===== src/rtl/utf8d_pkg.sv =====
// ----------------------------------------------------------------------------
// utf8d_pkg
// Types and constants shared by the UTF-8 code point decoder.
// ----------------------------------------------------------------------------
package utf8d_pkg;

  localparam int unsigned ByteW = 8;
  localparam int unsigned CpW   = 21;
  localparam int unsigned PendW = 2;

  localparam logic [CpW-1:0] CpReplacement = 21'h00FFFD;
  localparam logic [CpW-1:0] CpQuestion    = 21'h00003F;

  // continuation byte tag, top two bits of the byte
  localparam logic [1:0] ContTag = 2'b10;

  typedef struct packed {
    logic [PendW-1:0] pending;
    logic [CpW-1:0]   partial;
    logic             skip;
  } dec_state_t;

  typedef struct packed {
    logic           emit;
    logic [CpW-1:0] code_point;
  } dec_result_t;

endpackage


===== src/rtl/utf8d_byte_if.sv =====
// ----------------------------------------------------------------------------
// utf8d_byte_if
// Valid/ready channel carrying one UTF-8 byte per item.
// ----------------------------------------------------------------------------
interface utf8d_byte_if;
  logic                           valid;
  logic                           ready;
  logic [utf8d_pkg::ByteW-1:0]    data_byte;

  modport source (output valid, output data_byte, input ready);
  modport sink   (input valid, input data_byte, output ready);
endinterface


===== src/rtl/utf8d_cp_if.sv =====
// ----------------------------------------------------------------------------
// utf8d_cp_if
// Valid/ready channel carrying one decoded code point per item.
// ----------------------------------------------------------------------------
interface utf8d_cp_if;
  logic                         valid;
  logic                         ready;
  logic [utf8d_pkg::CpW-1:0]    code_point;

  modport source (output valid, output code_point, input ready);
  modport sink   (input valid, input code_point, output ready);
endinterface


===== src/rtl/utf8_codepoint_decoder.sv =====
// ----------------------------------------------------------------------------
// utf8_codepoint_decoder
// UTF-8 byte stream to code point decoder, one byte per item.
// ----------------------------------------------------------------------------
// Takes one byte per cycle and gives one code point per completed character.
// A byte passes an input register, is decoded against the sequence state in
// one short step and its code point, if any, lands in the output register,
// so throughput is one byte per cycle while the sink keeps ready high.
// Lead bytes 0x00-0x7F give themselves, stray 0x80-0xBF give '?', 0xC0-0xF7
// open 2 to 4 byte sequences whose following bytes are taken unchecked (low
// six bits each), and 0xF8-0xFF give U+FFFD and drop the 0x80-0xBF bytes
// right after. Bytes that complete nothing give no item.
module utf8_codepoint_decoder (
  input  logic                clk,
  input  logic                rst,
  utf8d_byte_if.sink          byte_ch,
  utf8d_cp_if.source          cp_ch
);

  logic                          s1_valid;
  logic [utf8d_pkg::ByteW-1:0]   s1_byte;
  logic                          s1_advance;
  logic                          o_valid;
  logic                          o_valid_next;
  logic                          o_load;
  logic [utf8d_pkg::CpW-1:0]     o_code;
  utf8d_pkg::dec_state_t         state;
  utf8d_pkg::dec_state_t         state_next;
  utf8d_pkg::dec_result_t        result;

  assign s1_advance    = !o_valid || cp_ch.ready;
  assign byte_ch.ready = !s1_valid || s1_advance;

  assign o_load       = s1_valid && s1_advance && result.emit;
  assign o_valid_next = o_load || (o_valid && !cp_ch.ready);

  assign cp_ch.valid      = o_valid;
  assign cp_ch.code_point = o_code;

  utf8d_step u_step (
    .state      (state),
    .data_byte  (s1_byte),
    .state_next (state_next),
    .result     (result)
  );

  always_ff @(posedge clk) begin
    if (rst) begin
      s1_valid <= 1'b0;
    end else if (byte_ch.ready) begin
      s1_valid <= byte_ch.valid;
    end
    if (byte_ch.valid && byte_ch.ready) begin
      s1_byte <= byte_ch.data_byte;
    end
  end

  always_ff @(posedge clk) begin
    if (rst) begin
      state   <= '0;
      o_valid <= 1'b0;
    end else begin
      o_valid <= o_valid_next;
      if (s1_valid && s1_advance) begin
        state <= state_next;
      end
      if (o_load) begin
        o_code <= result.code_point;
      end
    end
  end

  // never mid-sequence and skipping at once
  a_pend_skip: assert property (@(posedge clk) disable iff (rst)
    state.pending != 2'd0 |-> !state.skip)
    else $error("pending sequence while skipping");

  // an empty output register never stalls the input side
  a_ready: assert property (@(posedge clk) disable iff (rst)
    !o_valid |-> byte_ch.ready)
    else $error("input stalled with empty output");

  // ascii lead with no sequence open comes straight out
  a_ascii: assert property (@(posedge clk) disable iff (rst)
    s1_valid && s1_advance && state.pending == 2'd0 && !s1_byte[7]
    |=> o_valid && o_code == {13'd0, $past(s1_byte)})
    else $error("ascii byte not passed through");

  // a completed character produces an item
  a_complete: assert property (@(posedge clk) disable iff (rst)
    s1_valid && s1_advance && state.pending == 2'd1 |=> o_valid)
    else $error("completed sequence gave no item");

endmodule


===== src/rtl/utf8d_step.sv =====
// ----------------------------------------------------------------------------
// utf8d_step
// Decoder next-state and result logic for one byte.
// ----------------------------------------------------------------------------
module utf8d_step (
  input  utf8d_pkg::dec_state_t         state,
  input  logic [utf8d_pkg::ByteW-1:0]   data_byte,
  output utf8d_pkg::dec_state_t         state_next,
  output utf8d_pkg::dec_result_t        result
);

  always_comb begin
    state_next        = state;
    result.emit       = 1'b0;
    result.code_point = '0;
    if (state.pending != '0) begin
      // unchecked continuation, low six bits shifted in
      state_next.partial = {state.partial[utf8d_pkg::CpW-7:0], data_byte[5:0]};
      state_next.pending = state.pending - 2'd1;
      if (state.pending == 2'd1) begin
        result.emit       = 1'b1;
        result.code_point = {state.partial[utf8d_pkg::CpW-7:0], data_byte[5:0]};
      end
    end else if (state.skip && data_byte[7:6] == utf8d_pkg::ContTag) begin
      // trailing bytes after a bad lead are dropped
    end else begin
      state_next.skip = 1'b0;
      if (!data_byte[7]) begin
        result.emit       = 1'b1;
        result.code_point = {13'd0, data_byte};
      end else if (!data_byte[6]) begin
        result.emit       = 1'b1;
        result.code_point = utf8d_pkg::CpQuestion;
      end else if (!data_byte[5]) begin
        state_next.partial = {16'd0, data_byte[4:0]};
        state_next.pending = 2'd1;
      end else if (!data_byte[4]) begin
        state_next.partial = {17'd0, data_byte[3:0]};
        state_next.pending = 2'd2;
      end else if (!data_byte[3]) begin
        state_next.partial = {18'd0, data_byte[2:0]};
        state_next.pending = 2'd3;
      end else begin
        state_next.skip   = 1'b1;
        result.emit       = 1'b1;
        result.code_point = utf8d_pkg::CpReplacement;
      end
    end
  end

endmodule


===== src/flat_wrapper.sv =====
// flat-port wrapper written by rule: the top's interface ports become plain ports
module utf8_codepoint_decoder_flat 
  (clk, rst, byte_ch_valid, byte_ch_data_byte, byte_ch_ready, cp_ch_valid, cp_ch_code_point, cp_ch_ready);
  utf8d_byte_if byte_ch_i ();
  utf8d_cp_if cp_ch_i ();
  input  logic clk;
  input  logic rst;
  input wire logic [$bits(byte_ch_i.valid)-1:0] byte_ch_valid;
  input wire logic [$bits(byte_ch_i.data_byte)-1:0] byte_ch_data_byte;
  output wire logic [$bits(byte_ch_i.ready)-1:0] byte_ch_ready;
  output wire logic [$bits(cp_ch_i.valid)-1:0] cp_ch_valid;
  output wire logic [$bits(cp_ch_i.code_point)-1:0] cp_ch_code_point;
  input wire logic [$bits(cp_ch_i.ready)-1:0] cp_ch_ready;
  assign byte_ch_i.valid = byte_ch_valid;
  assign byte_ch_i.data_byte = byte_ch_data_byte;
  assign byte_ch_ready = byte_ch_i.ready;
  assign cp_ch_valid = cp_ch_i.valid;
  assign cp_ch_code_point = cp_ch_i.code_point;
  assign cp_ch_i.ready = cp_ch_ready;
  utf8_codepoint_decoder u_core (.clk(clk), .rst(rst), .byte_ch(byte_ch_i), .cp_ch(cp_ch_i));
endmodule

===== config.mk =====
export PLATFORM = sky130hd
export DESIGN_NAME = utf8_codepoint_decoder_flat
export DESIGN_NICKNAME = d
export VERILOG_FILES = /design/src/rtl/utf8d_pkg.sv /design/src/rtl/utf8d_byte_if.sv /design/src/rtl/utf8d_cp_if.sv /design/src/rtl/utf8_codepoint_decoder.sv /design/src/rtl/utf8d_step.sv /design/src/flat_wrapper.sv
export SDC_FILE = /design/constraint.sdc
export NUM_CORES = 1
export LEC_CHECK = 0
export BUFFER_PORTS_ARGS = -buffer_cell sky130_fd_sc_hd__buf_2
export CAP_MARGIN = 10
export CORE_AREA = 2 2 80 82
export DETAILED_ROUTE_END_ITERATION = 8
export DIE_AREA = 0 0 82 84
export PLACE_DENSITY_LB_ADDON = 0.25
export SYNTH_ARGS = -nofsm -noshare
export SYNTH_HDL_FRONTEND = slang
export SYNTH_HIERARCHICAL = 1
export SYNTH_SLANG_ARGS = --single-unit

===== constraint.sdc =====
create_clock -name clk -period 3.64 [get_ports clk]
set_input_delay 0.91 -clock clk [delete_from_list [all_inputs] [get_ports clk]]
set_output_delay 0.91 -clock clk [all_outputs]
set_load 0.01 [all_outputs]

# Yosys cells after proc, flatten, opt, wreduce, memory -nomap -nowiden
# Cells that the tools add are included.
[word_totals]
reg_bits = 49
latchBits = 0
ram_bits = 0
rom_bits = 0
input_bits = 12
word_cells = 50
n_memories = 0
[classes]
n_addsub = 1
mul = 0
n_div = 0
order_cmp = 0
eq_ne = 4
n_shift = 0
mux = 18
bitwise = 3
n_reduce_logical = 17
[ops]
columns = ["operator", "count"]
rows = [
  ["two-way mux 22 bit", 8],
  ["two-way mux 23 bit", 4],
  ["two-way mux 24 bit", 3],
  ["nonzero test 2 bit", 3],
  ["logical AND 1 bit", 5],
  ["AND reduction 5 bit", 1],
  ["inequality test 4 bit (second input constant)", 1],
  ["logical NOT 1 bit", 3],
  ["logical OR 1 bit", 3],
  ["two-way mux 1 bit", 3],
  ["NOT 1 bit", 3],
  ["AND reduction 3 bit", 1],
  ["equality test 2 x 1 -> 1 bit (second input constant)", 1],
  ["equality test 2 bit (second input constant)", 1],
  ["inequality test 2 bit (second input constant)", 1],
  ["AND reduction 2 bit", 1],
  ["subtractor 2 x 1 -> 2 bit (second input constant)", 1],
]

# Depth between registers and ports, before layout
# Gate-level depths: netlist (run 1).
[logic_depth]
depth_word = 9
ltp_mapped = 7

# By module
# Netlist (run 1), hierarchy kept.
[modules_own_cells]
columns = ["mod", "instances", "cells_each", "area_each_um2"]
rows = [
  ["utf8_codepoint_decoder", 1, 145, 2060.7],
  ["utf8d_step", 1, 95, 598.1],
]

# Worst setup path after synthesis (run 1)
# Ideal clock, no wire load.
[synth_path]
kind = "register to register"
start = "register u_core/s1_byte[6] (netlist name)"
end = "register u_core.o_code (netlist bit u_core/cp_ch.code_point[0]) (enable)"
arrival_time_ps = 2645
required_time_ps = 3215
path_slack_ps = 570
path_stages_with_launch = 7
path_cell_list = "edfxtp_1 > buf_2 > or2_2 > a31o_2 > inv_1 > nand2_1 > nor3_1"
[synth_lines]
columns = ["item", "line", "rtl"]
rows = [
  ["start, declared", "utf8_codepoint_decoder.sv:21", "logic [utf8d_pkg::ByteW-1:0] s1_byte;"],
  ["start signal, assigned", "utf8_codepoint_decoder.sv:54", "s1_byte <= byte_ch.data_byte;"],
  ["end signal, assigned", "utf8_codepoint_decoder.sv:68", "o_code <= result.code_point;"],
  ["end, declared", "utf8_codepoint_decoder.sv:26", "logic [utf8d_pkg::CpW-1:0] o_code;"],
]

==> results of run 1 <==
worst paths after layout:
path                                 startpoint                       endpoint  slack (ns)
hold / removal    u_core/state[12]$_SDFFE_PP0P_  u_core/state[12]$_SDFFE_PP0P_        0.49
setup reg to reg  u_core/state[23]$_SDFFE_PP0P_   u_core/state[1]$_SDFFE_PP0P_        1.27
hold reg to reg   u_core/state[12]$_SDFFE_PP0P_  u_core/state[12]$_SDFFE_PP0P_        0.49
setup / recovery  u_core/state[23]$_SDFFE_PP0P_   u_core/state[1]$_SDFFE_PP0P_        1.27
metal layers:
layer	up-vias	part of all wire [%]	track usage, %
li1	783	-	-
met1	729	50	18.9
met2	40	44	19.6
met3	6	4.6	3.57
met4	0	1.2	4.39
met5	-	0	0
area by class of cell:
cell class	count	share of cell area [%]
timing repair buffer	37	7.36
multi-input combinational	142	36.8
tap	77	3.68
sequential	49	48.6
inverter	2	0.287
clock buffer	7	3.30
placed cells by master, fill, tap and decap left out:
cell type,n
sky130_fd_sc_hd__buf_2,34
sky130_fd_sc_hd__mux2i_1,19
sky130_fd_sc_hd__o32a_1,1
sky130_fd_sc_hd__nand2b_1,37
sky130_fd_sc_hd__clkbuf_8,6
sky130_fd_sc_hd__and2_1,6
sky130_fd_sc_hd__buf_4,3
sky130_fd_sc_hd__a22o_1,11
sky130_fd_sc_hd__nor3_2,1
sky130_fd_sc_hd__nand2_1,14
sky130_fd_sc_hd__or2_2,1
sky130_fd_sc_hd__nor2_1,16
sky130_fd_sc_hd__a32o_1,1
sky130_fd_sc_hd__nand3_1,1
sky130_fd_sc_hd__nand4_1,1
sky130_fd_sc_hd__or2_1,1
sky130_fd_sc_hd__inv_1,2
sky130_fd_sc_hd__a21oi_1,15
sky130_fd_sc_hd__nor2b_1,3
sky130_fd_sc_hd__edfxtp_1,29
sky130_fd_sc_hd__nor2b_4,1
sky130_fd_sc_hd__o41ai_1,1
sky130_fd_sc_hd__a31o_2,1
sky130_fd_sc_hd__o21ai_0,2
sky130_fd_sc_hd__o21ba_2,1
sky130_fd_sc_hd__or3_1,1
sky130_fd_sc_hd__mux2_2,3
sky130_fd_sc_hd__o31ai_1,1
sky130_fd_sc_hd__dfxtp_1,20
sky130_fd_sc_hd__a311oi_4,1
sky130_fd_sc_hd__and3b_4,1
sky130_fd_sc_hd__nor2b_2,1
sky130_fd_sc_hd__clkbuf_1,1
flip-flops by register name, summed over array words and instances, names as in the netlist:
register,flops
u_core/s1_valid,1
u_core/state,18
u_core/cp_ch.valid,1
u_core/cp_ch.code_point,21
u_core/s1_byte,8
worst max-delay path: stages, from the launching register on:
cell	delay, ns
sky130_fd_sc_hd__dfxtp_1	0.49
sky130_fd_sc_hd__or2_1	0.55
sky130_fd_sc_hd__a311oi_4	0.67
sky130_fd_sc_hd__mux2_2	0.40
sky130_fd_sc_hd__nand2b_1	0.07
sky130_fd_sc_hd__mux2i_1	0.07
power by group:
group / switching, mW / total [mW] / leakage [nW] / internal, mW
Combinational: 0.0511 / 0.0943 / 0.465 / 0.0432
Clock: 0.171 / 0.322 / 0.0443 / 0.151
Sequential: 0.0138 / 0.617 / 0.436 / 0.603
==> impl_summary.md, run 1 <==
Status
The run finished with clean final reports.

Clocking
Clock-pin slew was measured on the worst setup and hold paths at 0.09 ns. The clock buffer count from CTS is 5. The number of sinks handled by clock tree synthesis is 49. Buffers added to address setup during post-CTS repair amount to 0.

The H-tree generated during clock tree synthesis spans 2 levels. Hold repair after CTS inserted 0 buffers. Post-CTS repair changed the size of 0 cells.

The longest clock path from root to sink contains 2 buffers. The cell at the root of the clock tree is sky130_fd_sc_hd__clkbuf_8. TritonCTS built the clock tree. The clock reaches the later pin of the worst-skew pair after 0.30 ns.

STA
The final critical-path share of the clock period is 65.1%. For the final database, setup skew stands at 0.00812 ns. Setup violations remaining at the end of the flow were counted as 0. Across all hold checks on the routed design, the worst slack comes to 0.494 ns. For the pin with the worst max-slew slack, the measured transition is 0.682 ns. The total negative setup slack is 0 ns. The number of hold-slack violations in the final timing report is 0. The setup slack after layout is 1.27 ns. Headroom to the max-slew limit came out at 54.5%.

The final-report max-slew violation count is 0. Based on the critical path, the design can be clocked at up to 422 MHz. For the finished layout, the period the worst path requires is 2.37 ns.

Setup repair after global routing left no endpoint under its margin.

Flow run
The number of max-capacitance violations reported is 0.

Power and ir drop
The post-route total power is 1.03 mW. The largest voltage drop on the vdd net is 0.210 mV. The cell area power density is 395 nW/µm². The total leakage power is 0.945 nW.

Place
At the placement stage, the worst setup path has a slack of 1.29 ns. The final HPWL from detailed placement is 2680 µm. The count of buffers added on input and output ports is 34. The placed instance area is 2530 µm². The congestion estimate from routability-driven global placement came to 0.788. The number of placed cells counting well taps is 307.

Die
The total area inside the core boundary comes to 6100 µm². The floorplan has 29 rows. The width of the die is 82 µm.

The total die area is 6890 µm². The height of the die is 84 µm. For this configuration, the core starts out at a cell density of 38.6%. 35 I/O pins were placed.

Worst setup path
The depth of the worst register-to-register path is 5. The sort of element at the end of the critical path is a flip-flop. For the worst setup path, the data required time is 3.82 ns. The critical path is of the flip-flop to flip-flop type.

The biggest fanout along the worst timing path is 18. For the worst setup path, the data arrival time is 2.55 ns. STA classifies the critical path startpoint as a flip-flop.

Synth
The combined area of all synthesized cells is 2350 µm². The mean instance size in the synthesized netlist is 11.2 µm². Synthesis produced a netlist with a net count of 222. During synthesis, Yosys emitted a total of 6 warnings. The gate count after technology mapping is 210.

GRT
The number of global-route vias before repair is 1,455. The combined global-route utilization of all metal layers is 13.3%. Entering global routing, the biggest net connects 40 pins. The total overflow left after global routing is 0.

The initial antenna violation count is 0. The first global-routing pass estimated 7120 µm of wire.

Route
The first-pass iteration count of the detailed router is 5. After the first detailed-routing iteration, the DRC count stood at 97. In the routed design, unresolved DRC markers number 0.

The wire length per cell is 13.4 µm. The number of vias per cell after detailed routing is 4.96. The detail route stage leaves a number of antenna-violating nets equal to 0.

The routed wire length is 4200 µm. The detailed router placed 1,558 vias in this run.

Cells and area
With fillers left out, the area of the finished cells amounts to 2620 µm². After the flow finishes, the layout carries non-filler instances totaling 314. Cells with a size suffix above 1 make up 22.8% of the layout. Summing all flip-flop and latch instances after layout gives 1270 µm². In the final design database the tool counted 249 nets. The final design utilization is 42.9%. The area of combinational cells with multiple inputs is 962 µm². The number of antenna diodes is 0.

The filler cell count is 609. The layout overhead on the synthesized area is 11.3%.

Worst hold path
The min-delay analysis places its worst path in the category flip-flop to flip-flop. The count of cells along the worst hold path is 2.
(Power assumes the default switching activity.)
==> run 2: changes to the inputs <==
==> constraint.sdc (replaced) <==
create_clock -name clk -period 2.44 [get_ports clk]
set_input_delay 0.61 -clock clk [delete_from_list [all_inputs] [get_ports clk]]
set_output_delay 0.61 -clock clk [all_outputs]
set_load 0.01 [all_outputs]
==> run 2 against run 1 <==
Net effect: global-route usage up 0.88 points; final area increased by 1.3%; setup slack lost 0.76 ns; clock skew shrank 0.0022 ns; via count is essentially flat; final cell count is 1.9% higher; critical path type unchanged; highest routed layer unchanged.
==> impl_summary.md, run 2 (synthesis results as in run 1) <==
Place
Port buffering added 34 buffers. After detailed placement, the total cell area comes to 2570 µm². Timing analysis after detailed placement gives a worst setup slack of 0.510 ns. The placer's final routability congestion estimate is 0.774. The number of placed cells counting well taps is 312. Detailed placement ended at an HPWL of 2990 µm.

Cells and area
Summing all non-filler instances in the final layout gives an area of 2650 µm². The final design utilization is 43.5%. The number of antenna diodes is 0.

The layout overhead on the synthesized area is 12.7%. The number of nets in the final layout is 254. Counting the fill cells in the layout gives 594. The library cell used most frequently in the layout, excluding fill and tap cells, is sky130_fd_sc_hd__nand2b_1. After the flow finishes, the layout carries non-filler instances totaling 320. Of the cells placed in the final design, the portion with a size suffix greater than 1 is 24.7%. In the layout the commonest cells are sky130_fd_sc_hd__nand2b_1, sky130_fd_sc_hd__buf_2, sky130_fd_sc_hd__edfxtp_1. The register with the most flip-flops in the layout has 21 of them.

Power and ir drop
VDD sags by at most 0.245 mV. The design internal power is 1.17 mW. The sequential share of power is 59.9%. The post-route total power is 1.53 mW. The total leakage power is 0.971 nW. The logic gate share of total power is 10.0%.

The cell area power density is 579 nW/µm². Of the total power, the share spent switching nets is 23.8%. The net switching power is 0.364 mW. The clock network fraction of total power is 30.1%.

Die
The initialized floorplan defines 29 standard-cell rows. In this run the standard cell core region covers 6100 µm². The width of the die is 82 µm. The number of I/O pins is 35.

The height of the die is 84 µm. The total die area is 6890 µm². Once the floorplan was initialized, standard cells occupied 38.6% of the core.

Worst setup path
The startpoint of the lowest-slack register-to-register path is u_core/state[22]$_SDFFE_PP0P_. The endpoint arrival time on the critical path is 1.91 ns. The type of element launching the critical path is a flip-flop. The biggest fanout along the worst timing path is 21.

For the worst setup path, the data required time is 2.42 ns. STA classifies the critical path endpoint as a flip-flop. The critical setup path kind is flip-flop to flip-flop.

The origin of the worst setup path is u_core/state[22]$_SDFFE_PP0P_.

Clocking
The later pin in the worst-skew pair is clocked with a latency of 0.30 ns. For this design, the sink count on the clock tree is 49. Post-CTS timing repair inserted 0 buffers for setup.

The TritonCTS clock tree is done. The total of cells resized after clock tree synthesis is 0. The cell at the root of the clock tree is sky130_fd_sc_hd__clkbuf_8. For this design, the CTS-stage hold fixing added 0 buffers. Clock-pin slew was measured on the worst setup and hold paths at 0.09 ns. The clock buffer count from CTS is 5. The longest clock path from root to sink contains 2 buffers. CTS built an H-tree with a depth of 2.

Route
The first-pass iteration count of the detailed router is 4. The number of vias per cell after detailed routing is 4.87. The number of violations reported at the end of detailed-routing iteration 0 is 128. For this block, the routed nets add up to 4420 µm of wire.

The count of nets left with antenna violations after detail routing is 0. The vias after detailed routing is 1,559. The total DRC errors in the routed layout is 0.

The wire length per cell is 13.8 µm.

Status
The run finished with clean final reports.

Flow run
Max-cap violations in this run came to 0.

GRT
Entering global routing, the biggest net connects 39 pins. The final global-route overflow total is 0. The number of global-route vias before repair is 1,543. Global routing used 14.2% of the available tracks. The first global-routing pass estimated 7420 µm of wire.

The initial antenna violation count is 0.

STA
The number of hold-slack violations in the final timing report is 0. Counting I/O delays and the setup requirement, the final critical path takes 1.93 ns. The maximum clock frequency is 518 MHz.

The worst path uses 79.1% of the clock period. The final count of negative-setup-slack endpoints is 0. The worst pin sits at a relative slew slack of 69.5%. The worst-case clock skew is 0.00593 ns. Final hold analysis gives a worst-case slack of 0.482 ns. The final-report max-slew violation count is 0. The setup slack after layout is 0.511 ns. The total negative setup slack is 0 ns. The actual transition at the worst max-transition pin is 0.458 ns. Setup repair after global routing left no endpoint under its margin.

Worst hold path
The worst hold path startpoint is byte_ch_data_byte[7]. The worst min-delay path category is primary input to flip-flop.
[run 2: changes by cell type in the layout (fill, tap and decap cells not counted)]
cell                       before  now
sky130_fd_sc_hd__buf_4          3    8
sky130_fd_sc_hd__clkbuf_8       6    5
sky130_fd_sc_hd__clkinv_2       0    2
[run 2: worst paths after layout]
path	to	slack (ns)	depth (start not counted)
worst max-delay path	u_core/cp_ch.code_point[1]$_DFFE_PP_	0.51	6
worst min-delay path	u_core/s1_byte[7]$_DFFE_PP_	0.48	1
worst min register to register	u_core/state[11]$_SDFFE_PP0P_	0.50	2
worst max register to register	u_core/cp_ch.code_point[1]$_DFFE_PP_	0.51	6
[run 2: power by group through the flow]
stage          logic [mW]  registers (mW)  clock network (mW)
2_1_floorplan       0.117           0.937                   0
3_3_place_gp        0.153           0.937                   0
3_5_place_dp        0.154           0.937                   0
4_1_cts             0.154           0.918               0.477
5_1_grt             0.170           0.922               0.509
6_report            0.153           0.918               0.462
[run 2: per-layer routing]
metal	vias up	track usage, %	wire length (µm)
met5	-	0	0
met4	0	3.18	44
met2	36	21.9	2040
li1	791	-	-
met3	5	3.57	163
met1	727	20.1	2170
[run 2: final cells by class]
cell class | count | area, µm² | share of cell area (%)
Tap cell | 77 | 96.3 | 3.64
Inverter | 2 | 7.51 | 0.283
Sequential cell | 49 | 1270 | 48.0
Multi-Input combinational cell | 142 | 962 | 36.3
Timing Repair Buffer | 42 | 230 | 8.69
Clock buffer | 6 | 72.6 | 2.74
Clock inverter | 2 | 10.0 | 0.378
[run 2: worst max-delay path, stage by stage, from the launching register on]
cell,delay (ns)
sky130_fd_sc_hd__dfxtp_1,0.57
sky130_fd_sc_hd__nor2b_1,0.20
sky130_fd_sc_hd__a31o_2,0.28
sky130_fd_sc_hd__inv_1,0.08
sky130_fd_sc_hd__nand2_1,0.06
sky130_fd_sc_hd__nor3_2,0.10
sky130_fd_sc_hd__buf_4,0.30
==> run 3: changes to the inputs <==
==> constraint.sdc (replaced) <==
create_clock -name clk -period 1.6 [get_ports clk]
set_input_delay 0.4 -clock clk [delete_from_list [all_inputs] [get_ports clk]]
set_output_delay 0.4 -clock clk [all_outputs]
set_load 0.01 [all_outputs]
==> run 3 against run 2 <==
Net effect: the flow now finishes with violations (negative setup slack); sequential power up 51%; sequential cell count unchanged; fmax is 12% higher; via count up 4.7%; worst hold slack worse by 0.21 ns; global-route usage is 0.20 points higher; die area did not move; setup slack lost 0.63 ns; clock power grew 100%; clock skew barely moved; final cell count is 6.6% higher; highest routed layer unchanged.
==> impl_summary.md, run 3 (synthesis results as in run 1) <==
GRT
The combined global-route utilization of all metal layers is 14.4%. For this run the aggregate overflow at the end of global routing stands at 0. The largest net degree at the start of global routing is 39.

The number of global-route vias before repair came to 1,523. The initial antenna violation count came to 0. The first-pass GRT wire length is 7450 µm.

Power and ir drop
Across the VDD grid, the largest voltage drop is 0.476 mV. The internal portion of the total power is 2.04 mW. Net switching is 22.1% of the power. The logic gate share of total power is 11.6%. In this run the power spent charging and discharging nets is 0.577 mW. The total leakage power is 1.11 nW. For this design the ratio of total power to cell area is 906 nW/µm². Per report_power, the clock group accounts for 35.2% of the total. Of the total power, registers draw 53.2%.

Worst setup path
STA classifies the critical path endpoint as a flip-flop. The endpoint arrival time on the critical path is 1.90 ns. Walking the worst path, the cells encountered are buf_4 > and3b_4 > a311oi_4 > buf_4 > mux2_4 > nand2b_1 > mux2i_1. The slowest library cell on the worst path is sky130_fd_sc_hd__edfxtp_1. The cell that appears most often on the critical path is sky130_fd_sc_hd__buf_4. The required time at the endpoint of the critical path is 1.79 ns. The cell family contributing the most delay on the critical path is flip-flops. The buffering stage count on the worst path with inverters included is 2. Along the worst path, the maximum fanout reaches 3. The worst setup path is of the flip-flop to flip-flop kind. STA classifies the critical path startpoint as a flip-flop. On the worst path, the slowest cell contributes a delay of 0.41 ns.

STA
The final-report max-slew violation count is 0. The setup slack after layout is -0.117 ns. Clock skew on the completed layout was measured at 0.00546 ns.

The normalized max-slew margin is 72.4%. Setup violations remaining at the end of the flow were counted as 32. Counting I/O delays and the setup requirement, the final critical path takes 1.72 ns.

Setup repair after global routing could not meet its margin everywhere. Dividing the final minimum period by the clock period gives 107%. The total negative setup slack is -2.73 ns. At the pin with the least slew margin, the transition time is 0.413 ns. Based on the critical path, the design can be clocked at up to 582 MHz. The number of hold-slack violations in the final timing report is 0.

Clocking
The clock latency at the later pin of the worst-skew pair is 0.30 ns. The clock-pin slew of the registers on the worst-case setup and hold paths is 0.09 ns. The number of sinks handled by clock tree synthesis is 49. Counting the buffers created by CTS gives 5. The TritonCTS clock tree is done.

The H-tree generated during clock tree synthesis spans 2 levels. The cell at the root of the clock tree is sky130_fd_sc_hd__clkbuf_8. In this run the deepest clock path goes through 2 buffers.

Cells and area
The register with the most flip-flops in the layout has 21 of them. The final layout contains 275 nets. The library cell used most frequently in the layout, excluding fill and tap cells, is sky130_fd_sc_hd__nand2b_1. The number of cells in the finished layout apart from fillers is 341. Measured on the finished design, the core utilization comes to 47.4%.

The number of antenna diodes in the final layout is 0. Of the cells placed in the final design, the portion with a size suffix greater than 1 is 32.6%. The layout overhead on the synthesized area is 23.0%. In the layout the commonest cells are sky130_fd_sc_hd__nand2b_1, sky130_fd_sc_hd__buf_2, sky130_fd_sc_hd__edfxtp_1.

Route
The count of nets left with antenna violations after detail routing is 0. For this block, the routed nets add up to 4500 µm of wire. In the final routed layout, each cell accounts on average for 13.2 µm. The first-pass iteration count of the detailed router is 4. For this run, design rule violations remaining after detail routing come to 0. After the first detailed-routing iteration, the DRC count stood at 92. Using the TritonRoute via totals, the vias-per-cell ratio works out to 4.79. Detailed routing inserted a total of 1,632 vias.

Die
The width of the die is 82 µm. The floorplan has 29 rows. For this design the top-level I/O count stands at 35. Once the floorplan was initialized, standard cells occupied 38.6% of the core. The height of the die is 84 µm. The core region is 6100 µm². The total die area is 6890 µm².

Place
The worst setup slack after placement is -0.140 ns. The final HPWL from detailed placement is 3120 µm. Routability-driven placement finished with a final weighted congestion of 0.813. The count of buffers added on input and output ports is 34. The number of placed cells counting well taps is 331.

Status
The checks that failed: negative setup slack. The flow ran to the end, but the final reports show violations.

Flow run
Max-cap violations in this run came to 0.

Worst hold path
The worst min-delay path category is primary input to flip-flop.
==> run 3: layout make-up <==
cell class / instances / area, µm²
fill: 588 / 3200
sequential: 49 / 1270
multi-input combinational: 142 / 998
timing repair buffer: 63 / 399
tap: 77 / 96.3
clock buffer: 7 / 86.3
clock inverter: 1 / 30.0
inverter: 2 / 7.51
==> run 3: metal layers <==
metal	wire (µm)	track usage, %
met3	229	3.79
met1	2190	20.7
met2	2040	21.1
met5	0	0
met4	44	4.55
==> run 3: what timing repair did <==
item | in CTS | in global routing
endpoints found under the setup margin | 33 | 43
buffers inserted | 2 | 0
hold buffers | 0 | 0
resized for setup | 3 | 1
==> run 3: metrics by stage <==
step	total power, mW	hold WS, ns	cell area [µm²]
floorplan	1.63	0.457	2400
global placement	1.72	0.472	2740
detailed placement	1.72	0.480	2740
CTS	2.64	0.254	2890
global route	2.73	0.253	2890
finish	2.62	0.267	2890
==> run 3: worst register-to-register path: stages (launching register included) <==
cell                       delay [ns]
sky130_fd_sc_hd__edfxtp_1        0.41
sky130_fd_sc_hd__buf_4           0.16
sky130_fd_sc_hd__and3b_4         0.18
sky130_fd_sc_hd__a311oi_4        0.24
sky130_fd_sc_hd__buf_4           0.19
sky130_fd_sc_hd__mux2_4          0.29
sky130_fd_sc_hd__nand2b_1        0.07
sky130_fd_sc_hd__mux2i_1         0.06
==> run 3: path summary, 6_finish.rpt <==
kind,slack [ns],from,to,cells after the start
max,-0.12,u_core/s1_byte[6]$_DFFE_PP_,u_core/state[3]$_SDFFE_PP0P_,7
min,0.27,byte_ch_data_byte[4],u_core/s1_byte[4]$_DFFE_PP_,1
max reg2reg,-0.12,u_core/s1_byte[6]$_DFFE_PP_,u_core/state[3]$_SDFFE_PP0P_,7
min reg2reg,0.49,u_core/state[11]$_SDFFE_PP0P_,u_core/state[11]$_SDFFE_PP0P_,2
==> run 3: power by group through the flow <==
stage / registers (mW) / logic [mW] / clock network, mW
5_1_grt: 1.40 / 0.333 / 0.994
3_5_place_dp: 1.42 / 0.296 / 0
2_1_floorplan: 1.43 / 0.194 / 0
6_report: 1.39 / 0.304 / 0.922
3_3_place_gp: 1.42 / 0.293 / 0
4_1_cts: 1.39 / 0.307 / 0.941
